===== src/rtl/gpsfd_pkg.sv =====
// Package with the constants and types shared by the gamepad frame decoder.
`timescale 1ns / 1ps

package gpsfd_pkg;

    localparam int FrameLen = 10;
    localparam int DataLen = FrameLen - 1;
    localparam int CountW = 4;

    localparam logic [7:0] NewlineChar = 8'h0A;
    localparam logic [7:0] CharOffset = 8'h20;
    localparam logic [7:0] LastCharMax = 8'h5F;
    localparam logic [7:0] AxisCentre = 8'd127;
    localparam logic [CountW-1:0] CountMax = 4'd15;
    localparam logic [CountW-1:0] CountFrame = 4'd10;
    localparam logic [CountW-1:0] CountData = 4'd9;

    typedef logic [DataLen-1:0][7:0] t_frame_bytes;

    typedef struct packed {
        logic [15:0] buttons;
        logic [7:0]  left_x;
        logic [7:0]  left_y;
        logic [7:0]  right_x;
        logic [7:0]  right_y;
    } t_frame_vals;

endpackage


===== src/rtl/gpsfd_unpack.sv =====
// Unpacks the nine data bytes of a frame into the button word and stick axes.
`timescale 1ns / 1ps

module gpsfd_unpack (
    input  gpsfd_pkg::t_frame_bytes i_bytes,
    output gpsfd_pkg::t_frame_vals  o_vals
);
    import gpsfd_pkg::*;

    logic [DataLen-1:0][7:0] m;

    always_comb begin
        for (int i = 0; i < DataLen; i++) begin
            m[i] = i_bytes[i] - CharOffset;
        end
    end

    assign o_vals.buttons = {m[2][3:0], m[1][5:0], m[0][5:0]};
    assign o_vals.left_x  = {m[4][1:0], 6'b0} | m[3];
    assign o_vals.left_y  = {m[5][3:0], m[4][5:2]};
    assign o_vals.right_x = {m[6][5:0], m[5][5:4]};
    assign o_vals.right_y = {m[8][1:0], 6'b0} | m[7];

endmodule


===== src/rtl/gamepad_serial_frame_decoder.sv =====
// Top level of the gamepad serial frame decoder.
`timescale 1ns / 1ps
//
// Channel   Direction  Handshake                  Payload
// input     in         i_in_valid / o_in_stall    i_rx_byte
// result    out        o_out_valid / i_out_stall  o_frame_ok .. o_activity_led
//
// One byte can be accepted in every cycle while o_in_stall is low; a byte passes an
// input register and then updates the frame state, where a newline also loads its
// result into the output registers, from which it can then be taken.
// A byte other than a newline never waits on the result side.
// A newline waits in the input register only while an earlier result is stalled.
// Reset is synchronous and active low and restores the idle stick and button state.

module gamepad_serial_frame_decoder (
    input  logic        i_clk,
    input  logic        i_rst_n,
    input  logic        i_in_valid,
    output logic        o_in_stall,
    input  logic [7:0]  i_rx_byte,
    output logic        o_out_valid,
    input  logic        i_out_stall,
    output logic        o_frame_ok,
    output logic [15:0] o_buttons,
    output logic [7:0]  o_joy_left_x,
    output logic [7:0]  o_joy_left_y,
    output logic [7:0]  o_joy_right_x,
    output logic [7:0]  o_joy_right_y,
    output logic [15:0] o_pressed_mask,
    output logic [15:0] o_released_mask,
    output logic [15:0] o_held_mask,
    output logic        o_activity_led
);
    import gpsfd_pkg::*;

    logic              r_in_valid;
    logic [7:0]        r_in_byte;
    logic [7:0]        r_store [FrameLen];
    logic [CountW-1:0] r_count;
    logic [5:0]        r_sum;
    logic [15:0]       r_buttons;
    logic [15:0]       r_prev;
    logic [7:0]        r_axis [4];
    logic              r_led;
    logic              r_out_valid;

    logic              n_in_valid;
    logic [CountW-1:0] n_count;
    logic [5:0]        n_sum;
    logic [15:0]       n_buttons;
    logic [15:0]       n_prev;
    logic [7:0]        n_axis [4];
    logic              n_led;
    logic              n_out_valid;

    logic         is_newline;
    logic         proc_go;
    logic         frame_ok;
    logic [7:0]   last_m;
    t_frame_bytes data_bytes;
    t_frame_vals  vals;

    always_comb begin
        for (int i = 0; i < DataLen; i++) begin
            data_bytes[i] = r_store[i];
        end
    end

    gpsfd_unpack u_unpack (
        .i_bytes (data_bytes),
        .o_vals  (vals)
    );

    assign is_newline = (r_in_byte == NewlineChar);
    assign proc_go    = r_in_valid && (!is_newline || !r_out_valid || !i_out_stall);
    assign o_in_stall = r_in_valid && !proc_go;
    assign n_in_valid = (i_in_valid && !o_in_stall) || (r_in_valid && !proc_go);

    assign last_m   = r_store[FrameLen-1] - CharOffset;
    assign frame_ok = (r_count == CountFrame) && (r_store[FrameLen-1] >= CharOffset)
                      && (r_store[FrameLen-1] <= LastCharMax) && (last_m[5:0] == r_sum);

    always_comb begin
        n_count   = r_count;
        n_sum     = r_sum;
        n_buttons = r_buttons;
        n_prev    = r_prev;
        n_axis    = r_axis;
        n_led     = r_led;
        if (proc_go) begin
            if (is_newline) begin
                n_count = '0;
                n_sum   = '0;
                if (frame_ok) begin
                    n_prev    = r_buttons;
                    n_buttons = vals.buttons;
                    n_axis[0] = vals.left_x;
                    n_axis[1] = vals.left_y;
                    n_axis[2] = vals.right_x;
                    n_axis[3] = vals.right_y;
                    n_led     = !r_led;
                end
            end else begin
                if (r_count < CountData) begin
                    n_sum = r_sum + 6'(r_in_byte - CharOffset);
                end
                if (r_count < CountMax) begin
                    n_count = r_count + 1'b1;
                end
            end
        end
    end

    assign n_out_valid = (proc_go && is_newline) || (r_out_valid && i_out_stall);

    always_ff @(posedge i_clk) begin
        if (!i_rst_n) begin
            r_in_valid  <= 1'b0;
            r_count     <= '0;
            r_sum       <= '0;
            r_buttons   <= '0;
            r_prev      <= '0;
            r_axis      <= '{AxisCentre, AxisCentre, AxisCentre, AxisCentre};
            r_led       <= 1'b0;
            r_out_valid <= 1'b0;
        end else begin
            r_in_valid  <= n_in_valid;
            r_count     <= n_count;
            r_sum       <= n_sum;
            r_buttons   <= n_buttons;
            r_prev      <= n_prev;
            r_axis      <= n_axis;
            r_led       <= n_led;
            r_out_valid <= n_out_valid;
        end
    end

    always_ff @(posedge i_clk) begin
        if (i_in_valid && !o_in_stall) begin
            r_in_byte <= i_rx_byte;
        end
        if (proc_go && !is_newline && (r_count < CountFrame)) begin
            r_store[r_count] <= r_in_byte;
        end
    end

    always_ff @(posedge i_clk) begin
        if (proc_go && is_newline) begin
            o_frame_ok      <= frame_ok;
            o_buttons       <= n_buttons;
            o_joy_left_x    <= n_axis[0];
            o_joy_left_y    <= n_axis[1];
            o_joy_right_x   <= n_axis[2];
            o_joy_right_y   <= n_axis[3];
            o_pressed_mask  <= n_buttons & ~n_prev;
            o_released_mask <= ~n_buttons & n_prev;
            o_held_mask     <= n_buttons & n_prev;
            o_activity_led  <= n_led;
        end
    end

    assign o_out_valid = r_out_valid;

    a_newline_clears: assert property (@(posedge i_clk) disable iff (!i_rst_n)
        proc_go && is_newline |=> (r_count == '0) && (r_sum == '0))
        else $error("Count or checksum not cleared after a newline.");

    a_ok_toggles_led: assert property (@(posedge i_clk) disable iff (!i_rst_n)
        proc_go && is_newline && frame_ok |=> r_led != $past(r_led))
        else $error("Activity LED did not toggle on a good frame.");

    a_bad_keeps_buttons: assert property (@(posedge i_clk) disable iff (!i_rst_n)
        proc_go && is_newline && !frame_ok |=> $stable(r_buttons) && $stable(r_prev))
        else $error("Button state changed on a rejected frame.");

    a_result_matches_led: assert property (@(posedge i_clk) disable iff (!i_rst_n)
        o_out_valid |-> o_activity_led == r_led)
        else $error("Pending result disagrees with the LED state.");

endmodule


===== config.mk =====
export PLATFORM = sky130hd
export DESIGN_NAME = gamepad_serial_frame_decoder
export DESIGN_NICKNAME = d
export VERILOG_FILES = /design/src/rtl/gpsfd_pkg.sv /design/src/rtl/gpsfd_unpack.sv /design/src/rtl/gamepad_serial_frame_decoder.sv
export SDC_FILE = /design/constraint.sdc
export NUM_CORES = 1
export LEC_CHECK = 0
export ABC_AREA = 0
export ABC_CLOCK_PERIOD_IN_PS = 4500
export BUFFER_PORTS_ARGS = -buffer_cell sky130_fd_sc_hd__buf_4
export CAP_MARGIN = 20
export CORE_ASPECT_RATIO = 2
export CORE_MARGIN = 4
export CORE_UTILIZATION = 59
export CTS_BUF_LIST = sky130_fd_sc_hd__clkbuf_8 sky130_fd_sc_hd__clkbuf_16
export CTS_CLUSTER_DIAMETER = 40
export DETAILED_ROUTE_END_ITERATION = 6
export MAX_ROUTING_LAYER = met4
export PLACE_DENSITY = 0.8
export SLEW_MARGIN = 0
export SYNTH_ARGS = -nofsm -noshare
export SYNTH_HDL_FRONTEND = slang
export SYNTH_HIERARCHICAL = 1
export SYNTH_SLANG_ARGS = --single-unit

===== constraint.sdc =====
create_clock -name i_clk -period 4.5 [get_ports i_clk]
set_clock_uncertainty 0.05 [all_clocks]
set_input_delay 1.35 -clock i_clk [delete_from_list [all_inputs] [get_ports i_clk]]
set_output_delay 1.35 -clock i_clk [all_outputs]
set_load 0.1 [all_outputs]

* Word level (Yosys, flattened, before mapping) *
Memories as Yosys holds them, arrays and structs flattened.
Index checks and enable logic that the tools add are counted.

word-level totals
  bits of input ports = 12
  bits in writable memories = 80
  word-level logic and storage cells = 93
  memories kept = 1
  register bits = 183

memory list
  name     words  bits a word  rd ports  clocked after memory_dff  wr ports  line                                text
  r_store  10     8            10        0                         1         gamepad_serial_frame_decoder.sv:38  logic [7:0] r_store [FrameLen];

operators by class
  order comparisons = 5
  muxes and demuxes = 18
  equality and inequality tests = 3
  reduce and logical (&&, ||, !) cells = 24
  bitwise gates (word level) = 7
  $add $sub $neg = 13

operators with widths
  operator                                             count
  two-way mux 16 bit                                   6
  two-way mux 32 bit                                   3
  AND 16 bit                                           3
  subtractor 6 bit, second input constant              7
  NOT 16 bit                                           2
  OR 8 bit                                             2
  subtractor 8 x 6 -> 8 bit, second input constant     2
  less-than comparator 4 bit, second input constant    3
  two-way mux 6 bit                                    2
  logical AND 1 bit                                    10
  equality test 8 x 4 -> 1 bit, second input constant  1
  >= comparator 8 x 6 -> 1 bit, second input constant  1
  <= comparator 8 x 7 -> 1 bit, second input constant  1
  two-way mux 4 bit                                    2
  adder 6 bit                                          1
  equality test 6 bit                                  1
  zero test 1 bit                                      6
  two-way mux 1 bit                                    5
  adder 4 x 1 -> 4 bit, second input constant          1
  equality test 4 bit, second input constant           1
  logical OR 1 bit                                     4
  AND reduction 2 bit                                  2
  nonzero test 2 bit                                   2
  subtractor 4 x 1 -> 4 bit, second input constant     1
  subtractor 2 x 1 -> 2 bit, second input constant     1

* Logic depth before layout (Yosys ltp) *
Gate-level depths: netlist of the first run.

  word-level depth = 10
  mapped depth = 8
  depth with buffers taken out = 7

* By module *
Netlist of the first run, hierarchy kept.

modules (own cells, without submodules)
  module                        sequential area each (um^2)  cells each  times used  area an instance (um^2)
  gamepad_serial_frame_decoder  7,126.8                      721         1           10,426.2
  gpsfd_unpack                  0.0                          54          1           379.1

* Worst setup path before layout of the first run *
Ideal clock, no wire load.

  path kind = input to output
  start = input port i_out_stall
  end = output port o_in_stall
  arrival = 3,617 ps
  path slack = -517 ps
  data required time = 3,100 ps
  cell stages on the path = 2
  buffers on the path = 0
  cell sequence = nand2_1 > nor3_1

on the way
  cells in the longest elaborated chain, start to end = 5

RTL lines
  element            line                                text
  from (decl)        gamepad_serial_frame_decoder.sv:22  input logic i_out_stall,
  zero test 1 bit    gamepad_serial_frame_decoder.sv:75  assign proc_go = r_in_valid && (!is_newline || !r_out_valid || !i_out_stall);
  logical OR 1 bit   gamepad_serial_frame_decoder.sv:75
  logical AND 1 bit  gamepad_serial_frame_decoder.sv:75
  zero test 1 bit    gamepad_serial_frame_decoder.sv:76  assign o_in_stall = r_in_valid && !proc_go;
  logical AND 1 bit  gamepad_serial_frame_decoder.sv:76
  to (decl)          gamepad_serial_frame_decoder.sv:19  output logic o_in_stall,

Every way passes these cells.

* Worst setup path after layout of the first run *
  start = register r_in_byte[1]
  end = output port o_in_stall

on the way
  cells in the longest elaborated chain, start to end = 7

RTL lines
  element                        line                                 text
  from (decl)                    gamepad_serial_frame_decoder.sv:37   logic [7:0] r_in_byte;
  from (signal assigned)         gamepad_serial_frame_decoder.sv:140  r_in_byte <= i_rx_byte;
  equality test 8 x 4 -> 1 bit   gamepad_serial_frame_decoder.sv:74   assign is_newline = (r_in_byte == NewlineChar);
  zero test 1 bit                gamepad_serial_frame_decoder.sv:75
  logical OR 1 bit (2 in a row)  gamepad_serial_frame_decoder.sv:75
  logical AND 1 bit              gamepad_serial_frame_decoder.sv:75
  zero test 1 bit                gamepad_serial_frame_decoder.sv:76
  logical AND 1 bit              gamepad_serial_frame_decoder.sv:76

Every way passes these cells.

==> results_dict.tcl, run 1 <==
set metrics [dict create \
    status "complete, no violations" \
    grt_util_all_layers_pct 21.75 \
    p_sw_share_pct 19.90 \
    clockBufferDepth 3 \
    grt_pass1_vias 6554 \
    crit_family "simple AND/OR/NAND/NOR gates" \
    leakage_nw 4.421 \
    rsz0062_at_grt "no" \
    post_drt_via_cell_ratio 6.186 \
    core_area_um2 16850 \
    ir_drop_v 0.0003570 \
    antenna_found_initial 0 \
    crit_buf_inv 1 \
    fp.dieH_um 194.0 \
    drc_errors 0 \
    crit_required_ns 3.10 \
    cts_resized 0 \
    yosysWarnings 6 \
    htree_levels 1 \
    finalSetupTns_ns 0 \
    critPathSlowestCell "edfxtp_1" \
    clk_pin_slew_ns 0.07 \
    crit_arrival_ns 2.70 \
    area_growth_pct 13.55 \
    gp_congestion 0.9305 \
    p_clk_share_pct 40.6 \
    cts_made_buffers 20 \
    antenna_cells 0 \
    max_stage_delay_ns 0.80 \
    grt_max_degree 66 \
    final_nets 844 \
    ant_nets 0 \
    relSlewSlack_pct 33.90 \
    min_period_over_period_pct 91.07 \
    finish.instance_area_um2 11590 \
    die_w_um 101.0 \
    worst_pin_slew_ns 0.9890 \
    p_switching_mw 0.8503 \
    maxCapViolations 0 \
    cp-end-kind "output pin" \
    hp-class "reg2reg" \
    avgSynthCellArea_um2 13.52 \
    synth_nets 783 \
    min_period_ns 4.098 \
    totalWireLength_mm 20.71 \
    port_buffers 111 \
    drv_slew 0 \
    grt_first_pass_wirelength_mm 33.44 \
    layout-drive-gt1-share_pct 23.88 \
    design.portCount 112 \
    netlist_instances 755 \
    p_total_mw 4.272 \
    combPwrFrac_pct 2.6 \
    cts_hold_buffers 0 \
    p_int_mw 3.422 \
    start_util_pct 60.56 \
    clock_sinks 243 \
    power_frac_seq_pct 56.8 \
    dpl_cell_area_um2 10930 \
    std_cell_rows 67 \
    cts_tree "yes" \
    fill_cells 1116 \
    die_area_um2 19590 \
    cp_max_fo 13 \
    insertion_delay_ns 0.49 \
    crit_chain "nor4b_4 > nand2_1 > nor3_2 > buf_4" \
    dr_total_vias 6409 \
    fmaxAchievable_mhz 244.0 \
    crit_path_start_kind "register" \
    root_buffer "clkbuf_16" \
    postCtsSetupBuffers 0 \
    power.density_nw_per_um2 368.7 \
    post_drt_wl_per_cell_um 19.99 \
    drt_iter0_markers 434 \
    dr.pass1.iters 5 \
    setup_viol 0 \
    dp_hpwl_mm 13.71 \
    final-hold-violation-count 0 \
    crit_type "reg2out" \
    overflow 0 \
    syn_area_um2 10200 \
]
[per-layer routing]
metal  track usage (%)  part of all wire (%)  up-vias
li1                  -                     -     2969
met1             25.46                    36     3129
met2             37.71                    55      263
met3             2.485                   6.2       48
met4             8.481                   2.9        0
met5                 -                     0        -
[metrics by stage]
step           hold slack (ns)  setup slack, ns  cells  utilization (%)
4_1_cts                 0.4145           0.4155   1035            68.74
5_1_grt                 0.4558           0.2479   1036            68.77
2_1_floorplan           0.3813           0.3872    755                -
3_3_place_gp            0.3880           0.8666    998            64.57
6_report                0.4182           0.4020   1036            68.77
3_5_place_dp            0.4024           0.6702   1000            64.85
[worst register-to-register path: cells and delay by family (launching register included)]
| kind | cells | cell delay, ns |
|---|---|---|
| AO/OA/AOI/OAI | 1 | 0.29 |
| flip-flops | 1 | 0.80 |
| buffers and inverters | 2 | 0.83 |
| AND/OR/NAND/NOR | 3 | 1.15 |
[power groups by stage]
| stage | Combinational (mW) | Sequential (mW) | Clock, mW |
|---|---|---|---|
| 2_1_floorplan | 0.0789 | 2.46 | 0 |
| 3_3_place_gp | 0.0998 | 2.47 | 0 |
| 3_5_place_dp | 0.111 | 2.48 | 0 |
| 4_1_cts | 0.112 | 2.43 | 1.75 |
| 5_1_grt | 0.123 | 2.43 | 1.84 |
| 6_report | 0.112 | 2.43 | 1.73 |
[layout make-up]
class / instances / area [um^2] / area share (%)
inverters: 44 / 170.2 / 1.469
flip-flops and latches: 243 / 6526 / 56.32
clock buffers: 23 / 553.0 / 4.773
well taps: 207 / 259.0 / 2.235
multi-input cells: 381 / 2988 / 25.79
clock inverters: 12 / 102.6 / 0.8854
repair buffers: 126 / 988.4 / 8.530
[state kept, by name (all words and copies together), names as in the netlist, 4 cells and up]
register	count
o_buttons	16
o_held_mask	16
o_joy_left_x	8
o_joy_left_y	8
o_joy_right_x	8
o_joy_right_y	8
o_pressed_mask	16
o_released_mask	16
r_axis	32
r_buttons	16
r_count	4
r_in_byte	8
r_prev	16
r_store	60
r_sum	6
[path summary, 6_finish.rpt]
path | start | end | slack, ns | depth (start not counted)
worst max-delay path | r_in_byte[1] | o_in_stall | 0.40 | 4
worst min-delay path | r_axis[7] | r_axis[7] | 0.42 | 2
worst max register to register | r_in_byte[1] | o_held_mask[15] | 1.20 | 6
worst min register to register | r_axis[7] | r_axis[7] | 0.42 | 2
[cells in the final DEF (no fill, tap or decap), types with 4 or more instances in the layout]
master and instances:
o22ai_1 31, o31ai_1 10, buf_4 122, nand2b_1 10, nand4_1 63, mux2_2 4
edfxtp_1 166, xnor2_1 10, o21ai_0 30, dfxtp_1 77, o31ai_4 24, ha_1 15
nand2_1 37, inv_1 47, o211ai_1 28, clkbuf_16 21, nand3b_1 4, mux2i_1 9
a21oi_1 42, clkinv_2 4, a21boi_1 14, and2_1 4
No activity file was read; power rests on OpenSTA's default activity.
==> run 2, diff against run 1 <==
Settings changed: RECOVER_POWER from default to 25.
==> run 2 against run 1 <==
  * Clock power about the same
  * Maximum frequency up 0.34%
  * Largest cell class unchanged
  * Design area shrank 0.92%
  * Critical path type unchanged
  * Combinational power hardly changed
  * The flow now finishes with violations (max-capacitance violations, max-slew violations)
  * Routed wire length up 0.39%
  * Setup slack better by 0.014 ns
==> results_dict.tcl, run 2 (same netlist as run 1, synthesis figures left out) <==
set metrics [dict create \
    status "finished, violations left" \
    violations "max-capacitance violations, max-slew violations" \
    grt_util_all_layers_pct 21.75 \
    final-hold-violation-count 0 \
    insertion_delay_ns 0.49 \
    dr_total_vias 6445 \
    layout-drive-gt1-share_pct 20.39 \
    cts_tree "yes" \
    maxCapViolations 1 \
    grt_util_met1_pct 25.46 \
    core_area_um2 16850 \
    ant_nets 0 \
    top_usage_layer "met2" \
    overflow 0 \
    crit_type "reg2out" \
    std_cell_rows 67 \
    fp.dieH_um 194.0 \
    grt_util_met2_pct 37.71 \
    start_util_pct 60.56 \
    dp_cells 1000 \
    cp_max_fo 13 \
    grt_pass1_vias 6554 \
    min_period_over_period_pct 90.76 \
    dp_hpwl_mm 13.71 \
    clk_pin_slew_ns 0.07 \
    p_switching_mw 0.8501 \
    root_buffer "clkbuf_16" \
    gp_congestion 0.9305 \
    crit_required_ns 3.10 \
    finalSetupTns_ns 0 \
    ir_drop_v 0.0003575 \
    r2r_end "o_held_mask[15]" \
    crit_path_start_kind "register" \
    totalWireLength_mm 20.79 \
    drt_iter0_markers 412 \
    relSlewSlack_pct -49.01 \
    p_clk_share_pct 40.6 \
    grt_first_pass_wirelength_mm 33.44 \
    port_buffers 111 \
    fmaxAchievable_mhz 244.9 \
    p_int_mw 3.421 \
    postCtsSetupBuffers 0 \
    r2r_cells 6 \
    use_met3_pct 2.485 \
    min_period_ns 4.084 \
    setup_viol 0 \
    antenna_found_initial 0 \
    htree_levels 1 \
    whs_endpoint "r_axis[15]" \
    min_from "r_axis[15]" \
    p_total_mw 4.271 \
    largest_reg_flops 60 \
    die_w_um 101.0 \
    clockBufferDepth 3 \
    cts_made_buffers 20 \
    cts_resized 0 \
    area_growth_pct 12.51 \
    hp-class "reg2reg" \
    antenna_cells 0 \
    hold_depth 2 \
    design.portCount 112 \
    p_sw_share_pct 19.90 \
    top_register "r_store" \
    clock_sinks 243 \
    r2r-start "r_in_byte[1]" \
    drv_slew 49 \
    rrSetupSlack_ns 1.21 \
    final_common_cell "edfxtp_1" \
    power.density_nw_per_um2 372.0 \
    combPwrFrac_pct 2.6 \
    rsz0062_at_grt "no" \
    cp-end-kind "output pin" \
    die_area_um2 19590 \
    leakage_nw 4.308 \
    final_nets 844 \
    dr.pass1.iters 5 \
    power_frac_seq_pct 56.8 \
    grt_max_degree 66 \
    reg_top3 "r_store: 60 flops, r_axis: 32 flops" \
    worst_pin_slew_ns 2.235 \
    mostFrequentLayoutCells "edfxtp_1 (166), buf_4 (86), dfxtp_1 (77)" \
    drc_errors 0 \
    finalNonFillerCells 1036 \
    post_drt_wl_per_cell_um 20.06 \
    post_drt_via_cell_ratio 6.221 \
    cts_hold_buffers 0 \
    crit_arrival_ns 2.68 \
]
-- run 2: per-layer routing --
layer | share of wire [%] | vias up | wire length, um
li1 | - | 2965 | -
met1 | 36 | 3139 | 7517
met2 | 55 | 284 | 11340
met3 | 6.1 | 57 | 1274
met4 | 3.1 | 0 | 650
met5 | 0 | - | 0
-- run 2: area by class of cell --
type                    count  area (um^2)
inverters                  44        170.2
clock buffers              23        553.0
clock inverters            12        102.6
multi-input cells         381         2987
well taps                 207        259.0
flip-flops and latches    243         6526
repair buffers            126        883.3
fillers                  1141         5369
-- run 2: how the worst max path moves through the flow --
stage / from / end / slack, ns / cells after the start
global route: i_rst_n / r_count[3] / 0.19 / 5
global placement: i_out_stall / o_held_mask[0] / 0.87 / 7
finish: r_in_byte[1] / o_in_stall / 0.42 / 4
floorplan: i_out_stall / o_in_stall / 0.39 / 2
CTS: r_in_byte[2] / o_in_stall / 0.42 / 4
detailed placement: i_out_stall / o_held_mask[15] / 0.67 / 7
-- run 2: through the flow --
stage / instance area [um^2] / setup slack (ns) / utilization (%) / hold WS (ns)
after floorplan: 10210 / 0.3872 / - / 0.3813
after global placement: 10880 / 0.8666 / 64.57 / 0.3880
after detailed placement: 10930 / 0.6702 / 64.85 / 0.4024
after CTS: 11580 / 0.4155 / 68.74 / 0.4145
after global routing: 11480 / 0.1877 / 68.14 / 0.4558
final: 11480 / 0.4159 / 68.14 / 0.4131
-- run 2: worst max-delay path: stages (launching register included) --
cell and delay [ns]:
edfxtp_1 0.79, nor4b_4 0.44, nand2_1 0.29, nor3_2 0.33, buf_4 0.35
-- run 2: power by group through the flow --
stage	sequential, mW	clock (mW)	combinational [mW]
2_1_floorplan	2.46	0	0.0789
3_3_place_gp	2.47	0	0.0998
3_5_place_dp	2.48	0	0.111
4_1_cts	2.43	1.75	0.112
5_1_grt	2.43	1.84	0.121
6_report	2.43	1.73	0.111
